`src/design/hsm_pkg.sv`:
```
// shared types and constants for the heater safety monitor
// depends on nothing; imported by every module of the block
package hsm_pkg;

	localparam int unsigned ADDR_W = 5;
	localparam int unsigned DATA_W = 32;

	// register indexes, address bits [4:2]
	localparam logic [2:0] REG_MAX_TEMP     = 3'd0;
	localparam logic [2:0] REG_MIN_TEMP     = 3'd1;
	localparam logic [2:0] REG_MIN_INTERVAL = 3'd2;
	localparam logic [2:0] REG_MAX_SLOPE    = 3'd3;
	localparam logic [2:0] REG_SLOPE_FLOOR  = 3'd4;
	localparam logic [2:0] REG_MAX_RUNTIME  = 3'd5;

	// reset values of the registers
	localparam logic signed [15:0] RST_MAX_TEMP     = 16'sd9000;
	localparam logic signed [15:0] RST_MIN_TEMP     = -16'sd5000;
	localparam logic [31:0]        RST_MIN_INTERVAL = 32'd1000;
	localparam logic [15:0]        RST_MAX_SLOPE    = 16'd60;
	localparam logic signed [15:0] RST_SLOPE_FLOOR  = 16'sd5000;
	localparam logic [31:0]        RST_MAX_RUNTIME  = 32'd86400000;

	// request operations
	localparam logic [2:0] OP_SAMPLE     = 3'd0;
	localparam logic [2:0] OP_START      = 3'd1;
	localparam logic [2:0] OP_STOP       = 3'd2;
	localparam logic [2:0] OP_SOFT_RESET = 3'd3;
	localparam logic [2:0] OP_HARD_RESET = 3'd4;

	// fault codes
	localparam logic [2:0] FAULT_NONE    = 3'd0;
	localparam logic [2:0] FAULT_INVALID = 3'd1;
	localparam logic [2:0] FAULT_OVER    = 3'd2;
	localparam logic [2:0] FAULT_UNDER   = 3'd3;
	localparam logic [2:0] FAULT_DRY     = 3'd4;
	localparam logic [2:0] FAULT_TIMEOUT = 3'd5;

	// readings below -100 C count as sensor failure
	localparam logic signed [15:0] INVALID_FLOOR = -16'sd10000;
	// centi-degrees per ms to centi-degrees per s
	localparam logic signed [26:0] RISE_SCALE = 27'sd1000;
	localparam logic [31:0] MIN_SLOPE_GAP = 32'd2;

	typedef struct packed {
		logic signed [15:0] max_temperature;
		logic signed [15:0] min_temperature;
		logic [31:0]        min_check_interval;
		logic [15:0]        max_slope;
		logic signed [15:0] slope_check_floor;
		logic [31:0]        max_runtime;
	} cfg_t;

	typedef struct packed {
		logic [2:0]         op;
		logic signed [15:0] temperature;
		logic               sensor_invalid;
		logic [31:0]        now_ms;
	} item_t;

	typedef struct packed {
		logic signed [15:0] last_temp;
		logic [31:0]        last_check_time;
		logic               slope_ready;
		logic               running;
		logic [31:0]        start_time;
		logic [2:0]         fault_state;
		logic signed [15:0] shown_temp;
	} state_t;

endpackage

```
`src/design/heater_safety_monitor.sv`:
```
// top level of the heater safety monitor: request pipeline and state
// depends on hsm_pkg, hsm_cfg and hsm_eval
//
// usage
// - requests come in on in_valid/in_ready with op, temperature,
//   sensor_invalid and now_ms; every request yields exactly one result on
//   out_valid/out_ready with emergency_stop, fault_code,
//   reported_temperature and is_running, the status after that request
// - limits, slope settings and the watchdog limit sit in six 16- and 32-bit
//   registers at byte addresses 0x00 to 0x14 on the APB-style port;
//   write them only while no request is in flight
// - a request is captured in an input register; once the result register is
//   free or drains, the check logic runs on it and the monitor state and
//   the result register are updated together
// - throughput is one request per cycle unless stalled; the next request
//   sees the state the one before left in the state registers, no bubble
// - when the receiver stalls the result register holds; one more request
//   waits in the input register, after which in_ready drops
// - reset clears all monitor state (no fault, not running, no slope
//   reference), empties both registers and loads the register defaults
module heater_safety_monitor
	import hsm_pkg::*;
(
	input  logic               clk,
	input  logic               arst_n,
	// configuration port
	input  logic               psel,
	input  logic               penable,
	input  logic               pwrite,
	input  logic [ADDR_W-1:0]  paddr,
	input  logic [DATA_W-1:0]  pwdata,
	output logic [DATA_W-1:0]  prdata,
	output logic               pready,
	// request channel
	input  logic               in_valid,
	output logic               in_ready,
	input  logic [2:0]         op,
	input  logic signed [15:0] temperature,
	input  logic               sensor_invalid,
	input  logic [31:0]        now_ms,
	// result channel
	output logic               out_valid,
	input  logic               out_ready,
	output logic               emergency_stop,
	output logic [2:0]         fault_code,
	output logic signed [15:0] reported_temperature,
	output logic               is_running
);

	cfg_t   cfg;
	item_t  item_s1;
	logic   valid_s1;
	state_t state_q;
	state_t state_nxt;
	logic   out_valid_q;
	logic   advance;
	logic   in_take;
	// result register
	logic               estop_q;
	logic [2:0]         fault_q;
	logic signed [15:0] temp_q;
	logic               running_q;

	hsm_cfg u_cfg (
		.clk     (clk),
		.arst_n  (arst_n),
		.psel    (psel),
		.penable (penable),
		.pwrite  (pwrite),
		.paddr   (paddr),
		.pwdata  (pwdata),
		.prdata  (prdata),
		.pready  (pready),
		.cfg     (cfg)
	);

	hsm_eval u_eval (
		.cfg  (cfg),
		.item (item_s1),
		.cur  (state_q),
		.nxt  (state_nxt)
	);

	// the input stage moves on when the result register is free or drains
	assign advance  = valid_s1 & (~out_valid_q | out_ready);
	assign in_ready = ~valid_s1 | advance;
	assign in_take  = in_valid & in_ready;

	always_ff @(posedge clk or negedge arst_n) begin
		if (!arst_n) begin
			valid_s1    <= 1'b0;
			out_valid_q <= 1'b0;
		end else begin
			if (in_ready) begin
				valid_s1 <= in_valid;
			end
			if (advance) begin
				out_valid_q <= 1'b1;
			end else if (out_ready) begin
				out_valid_q <= 1'b0;
			end
		end
	end

	// request payload, no reset needed
	always_ff @(posedge clk) begin
		if (in_take) begin
			item_s1.op             <= op;
			item_s1.temperature    <= temperature;
			item_s1.sensor_invalid <= sensor_invalid;
			item_s1.now_ms         <= now_ms;
		end
	end

	// monitor state, updated once per request
	always_ff @(posedge clk or negedge arst_n) begin
		if (!arst_n) begin
			state_q <= '0;
		end else if (advance) begin
			state_q <= state_nxt;
		end
	end

	always_ff @(posedge clk) begin
		if (advance) begin
			estop_q   <= state_nxt.fault_state != FAULT_NONE;
			fault_q   <= state_nxt.fault_state;
			temp_q    <= state_nxt.shown_temp;
			running_q <= state_nxt.running;
		end
	end

	assign out_valid            = out_valid_q;
	assign emergency_stop       = estop_q;
	assign fault_code           = fault_q;
	assign reported_temperature = temp_q;
	assign is_running           = running_q;

endmodule

```
`src/design/hsm_cfg.sv`:
```
// configuration register file behind the APB-style port
// depends on hsm_pkg for register indexes, reset values and cfg_t
module hsm_cfg
	import hsm_pkg::*;
(
	input  logic              clk,
	input  logic              arst_n,
	input  logic              psel,
	input  logic              penable,
	input  logic              pwrite,
	input  logic [ADDR_W-1:0] paddr,
	input  logic [DATA_W-1:0] pwdata,
	output logic [DATA_W-1:0] prdata,
	output logic              pready,
	output cfg_t              cfg
);

	cfg_t       cfg_q;
	logic       wr_en;
	logic [2:0] reg_idx;

	assign pready  = 1'b1;
	assign wr_en   = psel & penable & pwrite;
	assign reg_idx = paddr[4:2];
	assign cfg     = cfg_q;

	always_ff @(posedge clk or negedge arst_n) begin
		if (!arst_n) begin
			cfg_q.max_temperature    <= RST_MAX_TEMP;
			cfg_q.min_temperature    <= RST_MIN_TEMP;
			cfg_q.min_check_interval <= RST_MIN_INTERVAL;
			cfg_q.max_slope          <= RST_MAX_SLOPE;
			cfg_q.slope_check_floor  <= RST_SLOPE_FLOOR;
			cfg_q.max_runtime        <= RST_MAX_RUNTIME;
		end else if (wr_en) begin
			case (reg_idx)
				REG_MAX_TEMP:     cfg_q.max_temperature    <= pwdata[15:0];
				REG_MIN_TEMP:     cfg_q.min_temperature    <= pwdata[15:0];
				REG_MIN_INTERVAL: cfg_q.min_check_interval <= pwdata;
				REG_MAX_SLOPE:    cfg_q.max_slope          <= pwdata[15:0];
				REG_SLOPE_FLOOR:  cfg_q.slope_check_floor  <= pwdata[15:0];
				REG_MAX_RUNTIME:  cfg_q.max_runtime        <= pwdata;
				default: ;
			endcase
		end
	end

	always_comb begin
		case (reg_idx)
			REG_MAX_TEMP:     prdata = {16'd0, cfg_q.max_temperature};
			REG_MIN_TEMP:     prdata = {16'd0, cfg_q.min_temperature};
			REG_MIN_INTERVAL: prdata = cfg_q.min_check_interval;
			REG_MAX_SLOPE:    prdata = {16'd0, cfg_q.max_slope};
			REG_SLOPE_FLOOR:  prdata = {16'd0, cfg_q.slope_check_floor};
			REG_MAX_RUNTIME:  prdata = cfg_q.max_runtime;
			default:          prdata = '0;
		endcase
	end

endmodule

```
`src/design/hsm_eval.sv`:
```
// next-state logic: runs one request against the current monitor state
// depends on hsm_pkg for cfg_t, item_t, state_t, op and fault codes
module hsm_eval
	import hsm_pkg::*;
(
	input  cfg_t   cfg,
	input  item_t  item,
	input  state_t cur,
	output state_t nxt
);

	logic signed [15:0] t;
	logic               invalid;
	logic               over;
	logic               under;
	logic [31:0]        d;
	logic               slope_go;
	logic signed [16:0] diff;
	logic signed [26:0] rise;
	logic [47:0]        allow;
	logic               steep;
	logic [31:0]        run_time;
	logic               timeout;

	assign t       = item.temperature;
	assign invalid = item.sensor_invalid | (t < INVALID_FLOOR);
	assign over    = t > cfg.max_temperature;
	assign under   = t < cfg.min_temperature;

	// slope test, cross-multiplied so no divide is needed
	assign d        = item.now_ms - cur.last_check_time;
	assign slope_go = cur.slope_ready & (d >= cfg.min_check_interval) & (d >= MIN_SLOPE_GAP);
	assign diff     = 17'(t) - 17'(cur.last_temp);
	assign rise     = 27'(diff) * RISE_SCALE;
	assign allow    = 48'(cfg.max_slope) * 48'(d);
	assign steep    = ~rise[26] & (48'($unsigned(rise)) > allow)
		& (t > cfg.slope_check_floor);

	// watchdog, elapsed time wraps with the ms counter
	assign run_time = item.now_ms - cur.start_time;
	assign timeout  = cur.running & (run_time > cfg.max_runtime);

	always_comb begin
		nxt = cur;
		case (item.op)
			OP_SAMPLE: begin
				nxt.shown_temp = t;
				if (invalid) begin
					nxt.fault_state = FAULT_INVALID;
					nxt.shown_temp  = '0;
				end else if (over) begin
					nxt.fault_state = FAULT_OVER;
				end else if (under) begin
					nxt.fault_state = FAULT_UNDER;
				end else if (slope_go && steep) begin
					nxt.fault_state = FAULT_DRY;
				end else begin
					// first valid sample or a slope check that passed
					if (!cur.slope_ready || slope_go) begin
						nxt.last_temp       = t;
						nxt.last_check_time = item.now_ms;
					end
					nxt.slope_ready = 1'b1;
					nxt.fault_state = timeout ? FAULT_TIMEOUT : FAULT_NONE;
				end
			end
			OP_START: begin
				if (!cur.running) begin
					nxt.start_time  = item.now_ms;
					nxt.running     = 1'b1;
					nxt.slope_ready = 1'b0;
				end
			end
			OP_STOP: begin
				nxt.running = 1'b0;
			end
			OP_SOFT_RESET: begin
				nxt.fault_state = FAULT_NONE;
			end
			OP_HARD_RESET: begin
				nxt.fault_state     = FAULT_NONE;
				nxt.start_time      = item.now_ms;
				nxt.slope_ready     = 1'b0;
				nxt.last_temp       = '0;
				nxt.last_check_time = '0;
				nxt.running         = 1'b1;
			end
			default: ;
		endcase
	end

endmodule

```
`config.mk`:
```
export PLATFORM = sky130hd
export DESIGN_NAME = heater_safety_monitor
export DESIGN_NICKNAME = d
export VERILOG_FILES = /design/src/design/hsm_pkg.sv /design/src/design/heater_safety_monitor.sv /design/src/design/hsm_cfg.sv /design/src/design/hsm_eval.sv
export SDC_FILE = /design/constraint.sdc
export NUM_CORES = 2
export LEC_CHECK = 0
export ABC_AREA = 1
export ABC_CLOCK_PERIOD_IN_PS = 9000
export BUFFER_PORTS_ARGS = -buffer_cell sky130_fd_sc_hd__buf_4
export CAP_MARGIN = 20
export CORE_MARGIN = 10
export CORE_UTILIZATION = 37
export CTS_CLUSTER_SIZE = 10
export DETAILED_ROUTE_END_ITERATION = 6
export PLACE_DENSITY = 0.62
export SYNTH_ARGS = -nofsm -noshare
export SYNTH_HDL_FRONTEND = slang
export SYNTH_HIERARCHICAL = 1
export SYNTH_SLANG_ARGS = --single-unit
```
`constraint.sdc`:
```
create_clock -name clk -period 9 [get_ports clk]
set_clock_uncertainty 0.2 [all_clocks]
set_input_delay 0.9 -clock clk [delete_from_list [all_inputs] [get_ports clk]]
set_output_delay 0.9 -clock clk [all_outputs]
set_load 0.05 [all_outputs]
```
# Word level (Yosys, flattened, before mapping)
# Cells that the tools add are included.
[totals]
regBits = 304
inputBits = 96
output_inout_bits = 56
[classes]
n_addsub = 3
mul = 2
n_lt_le_gt_ge = 8
n_eq_ne = 15
n_mux = 21
n_bitwise = 15
reduce_logical = 20
[op_table]
columns = ["op", "n"]
rows = [
  ["two-way mux 49 bit", 4],
  ["one-hot mux 32 bit (6 select lines)", 1],
  ["one-hot mux 48 bit (2 select lines)", 1],
  ["one-hot mux 32 bit (2 select lines)", 1],
  ["subtractor 32 bit", 2],
  ["> comparator 27 x 48 -> 1 bit", 1],
  ["multiplier 16 x 32 -> 48 bit", 1],
  ["two-way mux 48 bit", 1],
  ["two-way mux 34 bit", 1],
  ["greater-or-equal comparator 32 x 2 -> 1 bit, second input constant", 1],
  ["greater-or-equal comparator 32 bit", 1],
  ["> comparator 16 bit", 2],
  ["> comparator 32 bit", 1],
  ["two-way mux 16 bit", 2],
  ["multiplier 17 x 8 -> 24 bit, second input constant", 1],
  ["subtractor 16 x 16 -> 17 bit", 1],
  ["< comparator 16 x 15 -> 1 bit, second input constant", 1],
  ["< comparator 16 bit", 1],
  ["two-way mux 3 bit", 5],
  ["AND reduction 7 bit", 2],
  ["equality test 3 x 2 -> 1 bit, second input constant", 4],
  ["AND reduction 2 bit", 6],
  ["!= test 2 bit, second input constant", 5],
  ["AND 1 bit", 9],
  ["16 further kinds", 29],
]

# Logic depth before layout (Yosys ltp)
[depth]
ltp_word = 12
ltp_mapped = 58
ltp_nobuf = 56

# Cells and area by module
# Netlist, hierarchy kept.
[by_module_without_submodules]
columns = ["mod", "instances", "cells_per_inst", "area_per_inst_um2", "seq_area_each_um2"]
rows = [
  ["hsm_eval", 1, 4508, 30106.4, 0.0],
  ["heater_safety_monitor", 1, 524, 6271.0, 4769.6],
  ["hsm_cfg", 1, 772, 6192.2, 3250.6],
]

# Worst setup path after synthesis
# OpenSTA, ideal clock, no wires.
[synth_path]
kind = "register to register"
startpoint = "register item_s1[0] (netlist name)"
endpoint = "register estop_q (netlist: emergency_stop), data pin"
setup_time_ns = 0.254
arrival_ns = 8.081
required_time_ns = 8.546
slack_ns = 0.465
stages_incl_launch_ff = 50
n_path_buf = 1
cell_sequence = "edfxtp_1 -> inv_1 -> ha_1 -> inv_1 -> fa_1 -> nand2_1 -> inv_1 -> nand2_1 -> nand3_1 -> nand2_1 -> nand2_1 -> xor2_2 -> clkinv_1 -> nand2_1 -> fa_1 -> fa_1 -> inv_1 -> fa_1 -> [... 14 more ...] -> ha_1 -> nand2_1 -> o21ai_0 -> a21oi_1 -> a21boi_1 -> o21ai_1 -> nand3_1 -> nor2_1 -> nand3_2 -> buf_2 -> nand2_1 -> nand2_1 -> nand2_1 -> nand2_1 -> nand2_1 -> nand2_1 -> nor2_1 -> nand2_1"
[synth_lines]
columns = ["element", "line", "source"]
rows = [
  ["start, declared", "heater_safety_monitor.sv:51", "item_t item_s1;"],
  ["end signal, assigned", "heater_safety_monitor.sv:126", "estop_q <= state_nxt.fault_state != FAULT_NONE;"],
  ["end, declared", "heater_safety_monitor.sv:59", "logic estop_q;"],
]

# Final worst setup path
[layout_path]
startpoint = "register item_s1[9] (netlist name)"
endpoint = "register state_q[75] (netlist name)"
[layout_via]
elab_chain_cells = 8
[layout_rtl]
columns = ["element", "line", "source"]
rows = [
  ["subtractor 32 bit *", "hsm_eval.sv:31", "assign d = item.now_ms - cur.last_check_time;"],
  ["multiplier 16 x 32 -> 48 bit", "hsm_eval.sv:35", "assign allow = 48'(cfg.max_slope) * 48'(d);"],
  ["> comparator 27 x 48 -> 1 bit", "hsm_eval.sv:36", "assign steep = ~rise[26] & (48'($unsigned(rise)) > allow)"],
  ["AND 1 bit", "hsm_eval.sv:36", ""],
  ["AND 1 bit", "hsm_eval.sv:37", "& (t > cfg.slope_check_floor);"],
  ["logical AND 1 bit", "hsm_eval.sv:55", "end else if (slope_go && steep) begin"],
  ["!= test 2 bit (no line)", "--", ""],
  ["AND reduction 7 bit (no line) *", "--", ""],
  ["end signal, assigned", "heater_safety_monitor.sv:120", "state_q <= state_nxt;"],
  ["end, declared", "heater_safety_monitor.sv:53", "state_t state_q;"],
]
# Mark *: on every way between the ends. The rest lies on a longest branch, timed or not.
# A chain may end at the register's enable or synchronous reset.

==> flow_summary.json <==
{
  "fin_nets": 7309,
  "worstSetupStartpointType": "flip-flop",
  "period_share": 0.9996,
  "synth.avg_cell_area_um2": 7.335,
  "rows": 124,
  "cp_common_cell": "fa_1",
  "ys_types": 57,
  "slowest_delay_ps": 550,
  "drt_iter0_drc": 3232,
  "tritoncts": "built",
  "holdBufCountCts": 0,
  "via_count": 39510,
  "setup_viol": 0,
  "yosys-top-cells-count": "1553 x nand2_1, 1234 x inv_1, 482 x fa_1",
  "status": "completed",
  "crit_path_top_delay_cell": "fa_1",
  "synth_area_leaders": "fa_1 23%, nand2_1 14%, ha_1 12%, dfrtp_1 11%, inv_1 11%",
  "yosys_warnings": 6,
  "critPathKind": "flip-flop to flip-flop",
  "pre_cts_ws_ps": -378.5,
  "wl_per_cell_um": 18.15,
  "layout-drive-gt1-share": 0.1800,
  "grt_first_pass_wirelength_um": 221400,
  "grt_antenna_before_repair": 3,
  "setup_slack_ps": 3.518,
  "hold_slack_ps": 181.6,
  "synth_ff_type": "dfrtp_1",
  "rsz0062_at_grt": "true",
  "tightestPinTransition_ps": 1140,
  "yosysTopAreaCellShare": 0.2267,
  "period_minus_slack_ps": 8996,
  "cts.clk_slew.worst_paths_ps": 60,
  "dieArea_um2": 129000,
  "synthesis.nets": 6777,
  "stdcell_count": 7877,
  "route.detailed.drc": 0,
  "initial_core_util": 0.3723,
  "synth_most_common_cell": "nand2_1",
  "clock_sinks": 304,
  "place.gp.congestion": 0.9447,
  "cts_buffers": 37,
  "n_fill_cell": 11400,
  "core-area_um2": 114300,
  "hp-class": "input pin to async pin",
  "dieHeight_um": 359.2,
  "die_w_um": 359.2,
  "hold_violations": 0,
  "relSlewSlack": 0.2382,
  "io_pins": 152,
  "antenna_cells": 0,
  "routed_wl_um": 142900,
  "place_hpwl_um": 115800,
  "insertion_delay_ps": 570,
  "cts-root-buf": "clkbuf_16",
  "grt_pass1_vias": 39580,
  "area_growth_pct": 22.16,
  "antenna_left": 0,
  "path_max_fanout": 7,
  "ys_ff_latch": 304,
  "cts_buffer_depth": 3,
  "synth_edf_count": 73,
  "grt_max_degree": 98,
  "port_buffers": 148,
  "yosysTopAreaCell": "fa_1",
  "synth-seq-area-share": 0.1884,
  "grtUsageTotal": 0.2137,
  "firstDrtPassIters": 6,
  "slew_violations": 0,
  "cts_max_level": 2,
  "required_ps": 9280,
  "gr-total-overflow": 0,
  "cp.arrival_ps": 9280,
  "synth_area_um2": 42570,
  "max_freq_mhz": 111.2,
  "drv_cap": 0,
  "netlist_instances": 5804,
  "vias_per_cell": 5.016,
  "end_kind": "flip-flop",
  "ys_async_sr_fraction": 0.7599,
  "place_inst": 7745
}
## critical path: cells and delay by family, from the launching register on
kind | cells | cell delay (ps)
AO/OA/AOI/OAI | 2 | 240
XOR/XNOR | 1 | 160
adder cells (fa/ha/maj) | 9 | 4100
buffers and inverters | 13 | 1380
flip-flops | 1 | 520
AND/OR/NAND/NOR | 25 | 2290
## timing repair
action	CTS	global route
endpoints found under the setup margin	53	53
gates resized for setup	103	331
buffers inserted	20	37
pin swaps	34	170
cloned	3	1
## logic make-up after synthesis
family / count (synthesis) / synth area share
xor+xnor: 104 / 0.02237
flops: 304 / 0.1884
simple gates: 2472 / 0.2390
compound gates: 591 / 0.07457
other cells: 1 / 0.00008809
buf+inv: 1455 / 0.1328
fa+ha+maj: 877 / 0.3428
## cells in the final DEF (no fill, tap or decap), types with 38 or more instances in the layout
| cell type | synthesis | final |
|---|---|---|
| xnor2_1 | 52 | 45 |
| nand3_1 | 311 | 291 |
| nand2_2 | 7 | 78 |
| o21ai_0 | 289 | 276 |
| ha_1 | 395 | 355 |
| inv_2 | 10 | 41 |
| inv_1 | 1234 | 1200 |
| nor2_1 | 428 | 379 |
| nand2_1 | 1553 | 1455 |
| a21oi_1 | 202 | 170 |
| dfstp_2 | 38 | 38 |
| nand4_1 | 115 | 115 |
| edfxtp_1 | 73 | 73 |
| fa_1 | 482 | 464 |
| dfrtp_1 | 193 | 192 |
| buf_4 | 9 | 647 |
| clkbuf_16 | 0 | 39 |
| xor2_1 | 48 | 45 |
## metrics by stage
stage                     instance area (um2)  utilization  TNS, ps
after floorplan                         42570            -        0
after global placement                  48520       0.4243   -17060
after detailed placement                48520       0.4243   -16570
after CTS                               50430       0.4411        0
after global routing                    52000       0.4548   -15560
final                                   52000       0.4548        0
## worst paths after layout
| path | startpoint | slack, ps | to | cells past startpoint |
|---|---|---|---|---|
| worst min-delay path | arst_n | 180 | state_q[4]$_DFFE_PN0P_ | 1 |
| min in group clk | state_q[5]$_DFFE_PN0P_ | 260 | state_q[5]$_DFFE_PN0P_ | 2 |
| worst min register to register | state_q[5]$_DFFE_PN0P_ | 260 | state_q[5]$_DFFE_PN0P_ | 2 |
| worst max-delay path | item_s1[9]$_DFFE_PP_ | 4 | state_q[75]$_DFFE_PN0P_ | 50 |
| max in group asynchronous | arst_n | 7020 | valid_s1$_DFFE_PN0P_ | 2 |
| worst max register to register | item_s1[9]$_DFFE_PP_ | 4 | state_q[75]$_DFFE_PN0P_ | 50 |
## layout make-up
class	count	area (um2)	share of cell area
flip-flops and latches	304	8024	0.1543
clock buffers	64	1069	0.02055
inverters	1252	4720	0.09076
multi-input cells	4045	30520	0.5870
clock inverters	4	98.84	0.001901
well taps	1512	1892	0.03638
repair buffers	696	5677	0.1092
## registers in the layout, indices dropped and copies added (netlist names)
signal and cells:
u_cfg/cfg 128, state_q 101, item_s1 52, reported_temperature 16, fault_code 3, emergency_stop 1, is_running 1, out_valid 1
valid_s1 1
## routing by layer
| layer | vias up | GRT usage | part of all wire |
|---|---|---|---|
| met5 | - | 0 | 0 |
| li1 | 18850 | - | - |
| met1 | 19020 | 0.2843 | 0.43 |
| met2 | 1433 | 0.3432 | 0.45 |
| met3 | 212 | 0.04533 | 0.081 |
| met4 | 0 | 0.06887 | 0.035 |
Power is not shown: default switching activity piles up to over one toggle a cycle in this logic, so the estimate is an artifact.
